<file path="src/hw/rtl/msss_pkg.sv">
// ----------------------------------------------------------------------------
// msss_pkg
// Shared types and constants for the multi-stack shared store.
// ----------------------------------------------------------------------------
package msss_pkg;

  // Default configuration
  localparam int NUM_STACKS_DEF  = 4;
  localparam int STORE_DEPTH_DEF = 64;

  // Fixed field widths
  localparam int VALUE_W  = 32;
  localparam int SID_IN_W = 2;
  localparam int STATUS_W = 2;

  // Operation codes
  localparam logic CMD_PUSH = 1'b0;
  localparam logic CMD_POP  = 1'b1;

  // Result status codes
  localparam logic [STATUS_W-1:0] STAT_OK        = 2'd0;
  localparam logic [STATUS_W-1:0] STAT_OVERFLOW  = 2'd1;
  localparam logic [STATUS_W-1:0] STAT_UNDERFLOW = 2'd2;

  // Control sequencer
  typedef enum logic {
    ST_IDLE,
    ST_EXEC
  } state_t;

endpackage

</file>
<file path="src/hw/rtl/msss_in_if.sv">
// ----------------------------------------------------------------------------
// msss_in_if
// Request channel: operation, stack number and push word.
// ----------------------------------------------------------------------------
interface msss_in_if;
  import msss_pkg::*;

  logic                       valid;
  logic                       ready;
  logic                       cmd;
  logic [SID_IN_W-1:0]        stack_id;
  logic signed [VALUE_W-1:0]  push_value;

  modport source (output valid, output cmd, output stack_id, output push_value,
                  input ready);
  modport sink   (input valid, input cmd, input stack_id, input push_value,
                  output ready);
endinterface

</file>
<file path="src/hw/rtl/msss_out_if.sv">
// ----------------------------------------------------------------------------
// msss_out_if
// Result channel: status and popped word.
// ----------------------------------------------------------------------------
interface msss_out_if;
  import msss_pkg::*;

  logic                       valid;
  logic                       ready;
  logic [STATUS_W-1:0]        status;
  logic signed [VALUE_W-1:0]  pop_value;

  modport source (output valid, output status, output pop_value, input ready);
  modport sink   (input valid, input status, input pop_value, output ready);
endinterface

</file>
<file path="src/hw/rtl/multi_stack_shared_store_top.sv">
// ----------------------------------------------------------------------------
// multi_stack_shared_store_top
// Several stacks threaded through one data store and one link store.
// ----------------------------------------------------------------------------
// Sequence: a request is accepted in ST_IDLE and completed in ST_EXEC;
//   no new request is taken before that, as the link RAM read must return
//   before the stack top and free list head can be updated; a result held
//   by a low out ready stalls the next request.
// Reset: all stacks empty, recycled list empty, fresh-slot count at zero.
//   Untouched slots go out in order by the fresh count; no clearing pass.
module multi_stack_shared_store_top #(
  parameter int NUM_STACKS  = msss_pkg::NUM_STACKS_DEF,
  parameter int STORE_DEPTH = msss_pkg::STORE_DEPTH_DEF
) (
  input  logic       clk,
  input  logic       rst_n,
  msss_in_if.sink    in_chan,
  msss_out_if.source out_chan
);

  import msss_pkg::*;

  localparam int ADDR_W = (STORE_DEPTH > 1) ? $clog2(STORE_DEPTH) : 1;
  localparam int LINK_W = $clog2(STORE_DEPTH + 1);
  localparam int SID_W  = (NUM_STACKS > 1) ? $clog2(NUM_STACKS) : 1;
  localparam logic [LINK_W-1:0] LINK_NULL = LINK_W'(STORE_DEPTH);

  // Control state
  state_t              state_r, state_nxt;
  logic [LINK_W-1:0]   top_r [NUM_STACKS];
  logic [LINK_W-1:0]   top_nxt [NUM_STACKS];
  logic [LINK_W-1:0]   rec_head_r, rec_head_nxt;
  logic [LINK_W-1:0]   fresh_r, fresh_nxt;
  logic                out_valid_r, out_valid_nxt;

  // Per-request context
  logic                cmd_r, cmd_nxt;
  logic [SID_W-1:0]    sid_r, sid_nxt;
  logic                op_ok_r, op_ok_nxt;
  logic                from_rec_r, from_rec_nxt;
  logic [ADDR_W-1:0]   slot_r, slot_nxt;

  // Result payload
  logic [STATUS_W-1:0]       out_status_r, out_status_nxt;
  logic signed [VALUE_W-1:0] out_pop_value_r, out_pop_value_nxt;

  // Request decode
  logic                accept;
  logic                sid_ok;
  logic [SID_W-1:0]    sid_idx;
  logic [LINK_W-1:0]   cur_top;
  logic                rec_ok;
  logic                fresh_ok;
  logic                push_ok;
  logic                pop_ok;
  logic                exec_go;

  // RAM ports
  logic                data_wr_en, data_rd_en;
  logic [ADDR_W-1:0]   data_wr_addr, data_rd_addr;
  logic [VALUE_W-1:0]  data_rd_data;
  logic                link_wr_en, link_rd_en;
  logic [ADDR_W-1:0]   link_wr_addr, link_rd_addr;
  logic [LINK_W-1:0]   link_wr_data, link_rd_data;

  // Handshake
  assign in_chan.ready      = (state_r == ST_IDLE);
  assign accept             = in_chan.valid && in_chan.ready;
  assign exec_go            = (state_r == ST_EXEC) && (!out_valid_r || out_chan.ready);
  assign out_chan.valid     = out_valid_r;
  assign out_chan.status    = out_status_r;
  assign out_chan.pop_value = out_pop_value_r;

  // Decode against current state
  assign sid_ok   = (32'(in_chan.stack_id) < 32'(NUM_STACKS));
  assign sid_idx  = SID_W'({{SID_W{1'b0}}, in_chan.stack_id});
  assign cur_top  = sid_ok ? top_r[sid_idx] : LINK_NULL;
  assign rec_ok   = (rec_head_r < LINK_NULL);
  assign fresh_ok = (fresh_r < LINK_NULL);
  assign push_ok  = sid_ok && (rec_ok || fresh_ok);
  assign pop_ok   = (cur_top < LINK_NULL);

  // Memory access at accept: push writes data, pop reads data and link,
  // a push from the recycled list reads the link to find the next head
  assign data_wr_en   = accept && (in_chan.cmd == CMD_PUSH) && push_ok;
  assign data_wr_addr = rec_ok ? ADDR_W'(rec_head_r) : ADDR_W'(fresh_r);
  assign data_rd_en   = accept && (in_chan.cmd == CMD_POP) && pop_ok;
  assign data_rd_addr = ADDR_W'(cur_top);

  assign link_rd_en   = accept && (((in_chan.cmd == CMD_POP) && pop_ok) ||
                                   ((in_chan.cmd == CMD_PUSH) && push_ok && rec_ok));
  assign link_rd_addr = (in_chan.cmd == CMD_POP) ? ADDR_W'(cur_top)
                                                 : ADDR_W'(rec_head_r);

  // Link write-back in the execute cycle
  assign link_wr_en   = exec_go && op_ok_r;
  assign link_wr_addr = slot_r;
  assign link_wr_data = (cmd_r == CMD_POP) ? rec_head_r : top_r[sid_r];

  // Next state and updates
  always_comb begin
    state_nxt         = state_r;
    top_nxt           = top_r;
    rec_head_nxt      = rec_head_r;
    fresh_nxt         = fresh_r;
    out_valid_nxt     = out_valid_r && !out_chan.ready;
    cmd_nxt           = cmd_r;
    sid_nxt           = sid_r;
    op_ok_nxt         = op_ok_r;
    from_rec_nxt      = from_rec_r;
    slot_nxt          = slot_r;
    out_status_nxt    = out_status_r;
    out_pop_value_nxt = out_pop_value_r;

    case (state_r)
      ST_IDLE: begin
        if (accept) begin
          cmd_nxt      = in_chan.cmd;
          sid_nxt      = sid_idx;
          from_rec_nxt = rec_ok;
          if (in_chan.cmd == CMD_PUSH) begin
            op_ok_nxt = push_ok;
            slot_nxt  = data_wr_addr;
            if (push_ok && !rec_ok) begin
              fresh_nxt = fresh_r + LINK_W'(1);
            end
          end else begin
            op_ok_nxt = pop_ok;
            slot_nxt  = ADDR_W'(cur_top);
          end
          state_nxt = ST_EXEC;
        end
      end
      ST_EXEC: begin
        if (exec_go) begin
          out_valid_nxt     = 1'b1;
          out_pop_value_nxt = '0;
          if (cmd_r == CMD_PUSH) begin
            if (op_ok_r) begin
              // pushed slot becomes the new top
              out_status_nxt = STAT_OK;
              top_nxt[sid_r] = LINK_W'(slot_r);
              if (from_rec_r) begin
                rec_head_nxt = link_rd_data;
              end
            end else begin
              out_status_nxt = STAT_OVERFLOW;
            end
          end else begin
            if (op_ok_r) begin
              // unlink top, recycle its slot
              out_status_nxt    = STAT_OK;
              out_pop_value_nxt = $signed(data_rd_data);
              top_nxt[sid_r]    = link_rd_data;
              rec_head_nxt      = LINK_W'(slot_r);
            end else begin
              out_status_nxt = STAT_UNDERFLOW;
            end
          end
          state_nxt = ST_IDLE;
        end
      end
      default: begin
        state_nxt = ST_IDLE;
      end
    endcase
  end

  // Control registers
  always_ff @(posedge clk) begin
    if (!rst_n) begin
      state_r     <= ST_IDLE;
      rec_head_r  <= LINK_NULL;
      fresh_r     <= '0;
      out_valid_r <= 1'b0;
      for (int i = 0; i < NUM_STACKS; i++) begin
        top_r[i] <= LINK_NULL;
      end
    end else begin
      state_r     <= state_nxt;
      rec_head_r  <= rec_head_nxt;
      fresh_r     <= fresh_nxt;
      out_valid_r <= out_valid_nxt;
      top_r       <= top_nxt;
    end
  end

  // Context and payload registers
  always_ff @(posedge clk) begin
    cmd_r           <= cmd_nxt;
    sid_r           <= sid_nxt;
    op_ok_r         <= op_ok_nxt;
    from_rec_r      <= from_rec_nxt;
    slot_r          <= slot_nxt;
    out_status_r    <= out_status_nxt;
    out_pop_value_r <= out_pop_value_nxt;
  end

  // Slot data store
  msss_ram #(
    .WIDTH  (VALUE_W),
    .DEPTH  (STORE_DEPTH),
    .ADDR_W (ADDR_W)
  ) u_data_ram (
    .clk     (clk),
    .wr_en   (data_wr_en),
    .wr_addr (data_wr_addr),
    .wr_data (VALUE_W'(in_chan.push_value)),
    .rd_en   (data_rd_en),
    .rd_addr (data_rd_addr),
    .rd_data (data_rd_data)
  );

  // Slot link store
  msss_ram #(
    .WIDTH  (LINK_W),
    .DEPTH  (STORE_DEPTH),
    .ADDR_W (ADDR_W)
  ) u_link_ram (
    .clk     (clk),
    .wr_en   (link_wr_en),
    .wr_addr (link_wr_addr),
    .wr_data (link_wr_data),
    .rd_en   (link_rd_en),
    .rd_addr (link_rd_addr),
    .rd_data (link_rd_data)
  );

endmodule

</file>
<file path="src/hw/rtl/msss_ram.sv">
// ----------------------------------------------------------------------------
// msss_ram
// Generic simple dual-port RAM, one write and one registered read port.
// ----------------------------------------------------------------------------
module msss_ram #(
  parameter int WIDTH  = 32,
  parameter int DEPTH  = 64,
  parameter int ADDR_W = (DEPTH > 1) ? $clog2(DEPTH) : 1
) (
  input  logic              clk,
  input  logic              wr_en,
  input  logic [ADDR_W-1:0] wr_addr,
  input  logic [WIDTH-1:0]  wr_data,
  input  logic              rd_en,
  input  logic [ADDR_W-1:0] rd_addr,
  output logic [WIDTH-1:0]  rd_data
);

  logic [WIDTH-1:0] mem [DEPTH];

  // Write port
  always_ff @(posedge clk) begin
    if (wr_en) begin
      mem[wr_addr] <= wr_data;
    end
  end

  // Read port; data holds until the next read
  always_ff @(posedge clk) begin
    if (rd_en) begin
      rd_data <= mem[rd_addr];
    end
  end

endmodule
</file>
<file path="src/flat_wrapper.sv">
// flat-port wrapper written by rule: the top's interface ports become plain ports
module multi_stack_shared_store_top_flat import msss_pkg::*;
#(
  parameter int NUM_STACKS  = msss_pkg::NUM_STACKS_DEF,
  parameter int STORE_DEPTH = msss_pkg::STORE_DEPTH_DEF
)
  (clk, rst_n, in_chan_valid, in_chan_cmd, in_chan_stack_id, in_chan_push_value, in_chan_ready, out_chan_valid, out_chan_status, out_chan_pop_value, out_chan_ready);
  msss_in_if in_chan_i ();
  msss_out_if out_chan_i ();
  input  logic clk;
  input  logic rst_n;
  input wire logic [$bits(in_chan_i.valid)-1:0] in_chan_valid;
  input wire logic [$bits(in_chan_i.cmd)-1:0] in_chan_cmd;
  input wire logic [$bits(in_chan_i.stack_id)-1:0] in_chan_stack_id;
  input wire logic [$bits(in_chan_i.push_value)-1:0] in_chan_push_value;
  output wire logic [$bits(in_chan_i.ready)-1:0] in_chan_ready;
  output wire logic [$bits(out_chan_i.valid)-1:0] out_chan_valid;
  output wire logic [$bits(out_chan_i.status)-1:0] out_chan_status;
  output wire logic [$bits(out_chan_i.pop_value)-1:0] out_chan_pop_value;
  input wire logic [$bits(out_chan_i.ready)-1:0] out_chan_ready;
  assign in_chan_i.valid = in_chan_valid;
  assign in_chan_i.cmd = in_chan_cmd;
  assign in_chan_i.stack_id = in_chan_stack_id;
  assign in_chan_i.push_value = in_chan_push_value;
  assign in_chan_ready = in_chan_i.ready;
  assign out_chan_valid = out_chan_i.valid;
  assign out_chan_status = out_chan_i.status;
  assign out_chan_pop_value = out_chan_i.pop_value;
  assign out_chan_i.ready = out_chan_ready;
  multi_stack_shared_store_top #(.NUM_STACKS(NUM_STACKS), .STORE_DEPTH(STORE_DEPTH)) u_core (.clk(clk), .rst_n(rst_n), .in_chan(in_chan_i), .out_chan(out_chan_i));
endmodule
</file>
<file path="config.mk">
export PLATFORM = sky130hd
export DESIGN_NAME = multi_stack_shared_store_top_flat
export DESIGN_NICKNAME = d
export VERILOG_FILES = /design/src/hw/rtl/msss_pkg.sv /design/src/hw/rtl/msss_in_if.sv /design/src/hw/rtl/msss_out_if.sv /design/src/hw/rtl/multi_stack_shared_store_top.sv /design/src/hw/rtl/msss_ram.sv /design/src/flat_wrapper.sv
export SDC_FILE = /design/constraint.sdc
export NUM_CORES = 2
export LEC_CHECK = 0
export BUFFER_PORTS_ARGS = -buffer_cell sky130_fd_sc_hd__buf_2
export CELL_PAD_IN_SITES_DETAIL_PLACEMENT = 1
export CELL_PAD_IN_SITES_GLOBAL_PLACEMENT = 2
export CORE_MARGIN = 2
export CORE_UTILIZATION = 25
export DETAILED_ROUTE_END_ITERATION = 6
export PLACE_DENSITY = 0.46
export SKIP_LAST_GASP = 1
export SLEW_MARGIN = 15
export SYNTH_ARGS = -nofsm -noshare
export SYNTH_HDL_FRONTEND = slang
export SYNTH_SLANG_ARGS = --single-unit
</file>
<file path="constraint.sdc">
create_clock -name clk -period 6.3 [get_ports clk]
set_clock_uncertainty 0.05 [all_clocks]
set_input_delay 0.945 -clock clk [delete_from_list [all_inputs] [get_ports clk]]
set_output_delay 0.945 -clock clk [all_outputs]
set_load 0.02 [all_outputs]
</file>
==> results.yml <==
synth:
  synth_simple_gate_area_share_pct: 8.78
  synth-adder-area-share_pct: 0.0122
  synth_top_family_by_area: "simple AND/OR/NAND/NOR gates"
  synthCells: 6193
  synth-seq-area-share_pct: 76.6
  ys_ff_latch: 2624
  synthesis.nets: 6233
  async_flop_share_pct: 0
  synth_compound_gate_area_share_pct: 4.54
  avgSynthCellArea_um2: 16.5
  synth_xor_area_share_pct: 0.0342
  synth_edf_count: 2580
  syn_area_um2: 102000
  synth.distinct_cells: 62
  ys.flop_type: "edfxtp_1"
  synthMuxAreaShare_pct: 8.43
  yosys_warnings: 0
job:
  drv_cap: 0
sta:
  hold_viol: 0
  tightest_slew_ps: 1140
  finalWorstSetupSlack_ps: 1690
  timing.fmax_mhz: 217
  relSlewSlack_pct: 23.4
  rsz0062_at_grt: "false"
  drv_slew: 0
  min_period_ps: 4610
  tns_ps: 0
  setup_violations: 0
  timing.final.crit_share_pct: 73.2
  holdWs_ps: 267
place:
  hpwlAfterDp_um: 207000
  dp.cells: 11600
  globalplace.congestion: 0.736
  port_buffers: 74
  place_ws_ps: 963
floorplan:
  num_io_pins: 75
  rows: 234
  fp.dieW_um: 644
  start_util_pct: 25.1
  die_h_um: 644
  die_area_um2: 415000
  coreArea_um2: 407000
drt:
  drc_errors: 0
  ant_nets: 0
  avgViaCountPerCell: 4.70
  wire_per_inst_um: 29.1
  drtPass1Iterations: 5
  vias: 57100
  first_iter_violations: 4577
  drt-total-wl_um: 354000
critical_path:
  cp_data_arrival_time_ps: 5120
  crit_path_start_kind: "flip-flop"
  crit_path_end_kind: "flip-flop"
  reg2reg_slack_ps: 1690
  crit_fanout: 23
  path_class: "reg2reg"
  required_ps: 6800
run_status:
  status: "finished, final reports clean"
layout:
  final_cell_mix: "edfxtp_1 (2580), nand2_1 (1179), nand3_1 (385)"
  synthToLayoutAreaGrowth_pct: 18.2
  layout_commonest_cell: "edfxtp_1"
  drive_above_1_share_pct: 17.8
  final_cells: 12200
  finalNetCount: 6488
cts:
  cts_hold_buf: 0
  cts_made_buffers: 316
  clockBufferDepth: 4
  clock-root-buffer: "clkbuf_16"
  clk_latency_ps: 930
  clkTransAtPathRegs_ps: 60
  clock_sinks: 2624
  post_cts_buffers: 0
  cts_tree: "built"
  h-tree-depth: 5
  cts_resized: 0
pwr:
  p_total_uw: 38700
  power.density_nw_per_um2: 320
  ir_worst_vdd_uv: 201
  leakage_uw: 0.0378
grt:
  antenna_found_initial: 46
  gr-usage-all-layers_pct: 16.8
  first_global_vias: 60400
  grt_max_degree: 95
  overflow: 0
  grt_pass1_wl_um: 494000
hold_path:
  holdCritPathClass: "in2reg"
==> per-stage QoR <==
stage,cell area (µm²),util (%)
2_1_floorplan,102000,-
6_report,121000,29.7
3_3_place_gp,111000,27.3
5_1_grt,121000,29.7
4_1_cts,121000,29.7
3_5_place_dp,111000,27.3
==> registers in the layout (all words and copies together), names as in the netlist <==
signal                     cells
u_core.out_chan.valid          1
u_core.link_wr_addr            6
u_core.u_data_ram.mem       2048
u_core.u_data_ram.rd_data     32
u_core.cmd_r                   1
u_core.u_link_ram.rd_data      7
u_core.fresh_r                 7
u_core.top_r                  28
u_core.u_link_ram.mem        448
u_core.op_ok_r                 1
u_core.state_r                 1
u_core.out_chan.pop_value     32
u_core.rec_head_r              7
u_core.from_rec_r              1
u_core.sid_r                   2
u_core.out_chan.status         2
==> layout make-up <==
type / count / area, µm²
diodes: 30 / 75.1
flip-flops and latches: 2624 / 78400
clock inverters: 167 / 1490
well taps: 5428 / 6790
clock buffers: 402 / 8460
inverters: 8 / 30.0
fillers: 42200 / 286000
repair buffers: 319 / 2830
multi-input cells: 3179 / 22900
==> final timing paths <==
path,startpoint,end,cells past startpoint
setup / recovery,u_core.rec_head_r[6]$_SDFFE_PN1P_,u_core.u_data_ram.mem[49][31]$_DFFE_PP_,5
hold / removal,in_chan_valid,u_core.state_r$_SDFF_PN0_,3
setup reg to reg,u_core.rec_head_r[6]$_SDFFE_PN1P_,u_core.u_data_ram.mem[49][31]$_DFFE_PP_,5
hold reg to reg,u_core.top_r[10]$_SDFFE_PN0P_,u_core.top_r[10]$_SDFFE_PN0P_,1
==> power by group <==
| group | switching, µW | leakage, µW | internal, µW | total (µW) |
|---|---|---|---|---|
| sequential | 51.5 | 0.0235 | 19200 | 19300 |
| clock | 7430 | 0.00487 | 10500 | 17900 |
| combinational | 1090 | 0.00950 | 427 | 1510 |
==> worst max-delay path, stage by stage (launching register included) <==
cell      delay, ps
dfxtp_1         850
clkinv_1        500
o31ai_1         650
nand2_1         760
nor2_4         1010
buf_4           370
==> per-layer routing <==
| layer | share of wire, % | vias up | global-route usage (%) |
|---|---|---|---|
| li1 | - | 24800 | - |
| met1 | 44 | 30800 | 22.3 |
| met2 | 49 | 1097 | 28.6 |
| met3 | 4.0 | 479 | 2.34 |
| met4 | 2.6 | 8 | 4.44 |
| met5 | 0.015 | - | 0 |
==> cell usage after synthesis (44+ instances only) <==
| library cell | count | share of area, % |
|---|---|---|
| a211oi_1 | 131 | 0.96 |
| a21oi_1 | 129 | 0.63 |
| a22oi_1 | 45 | 0.33 |
| a31oi_1 | 162 | 0.99 |
| and2_1 | 126 | 0.77 |
| and3_1 | 66 | 0.40 |
| buf_1 | 51 | 0.19 |
| buf_2 | 97 | 0.47 |
| clkbuf_1 | 210 | 0.77 |
| dfxtp_1 | 44 | 0.86 |
| edfxtp_1 | 2580 | 76 |
| mux2i_1 | 56 | 0.55 |
| mux4_2 | 349 | 7.7 |
| nand2_1 | 1179 | 4.3 |
| nand3_1 | 387 | 1.9 |
| nor2_1 | 159 | 0.58 |
| o21ai_0 | 61 | 0.30 |
| o22ai_1 | 76 | 0.46 |
==> cells by family (layout without fill, tap and decap cells) <==
family	count (synthesis)	in the layout
flip-flops	2624	2624
AND/OR/NAND/NOR	2052	2052
AO/OA/AOI/OAI	699	699
multiplexers	423	423
buffers and inverters	390	896
XOR/XNOR	4	4
adder cells (fa/ha/maj)	1	1
other	0	30
No activity file was read; power rests on OpenSTA's default activity.
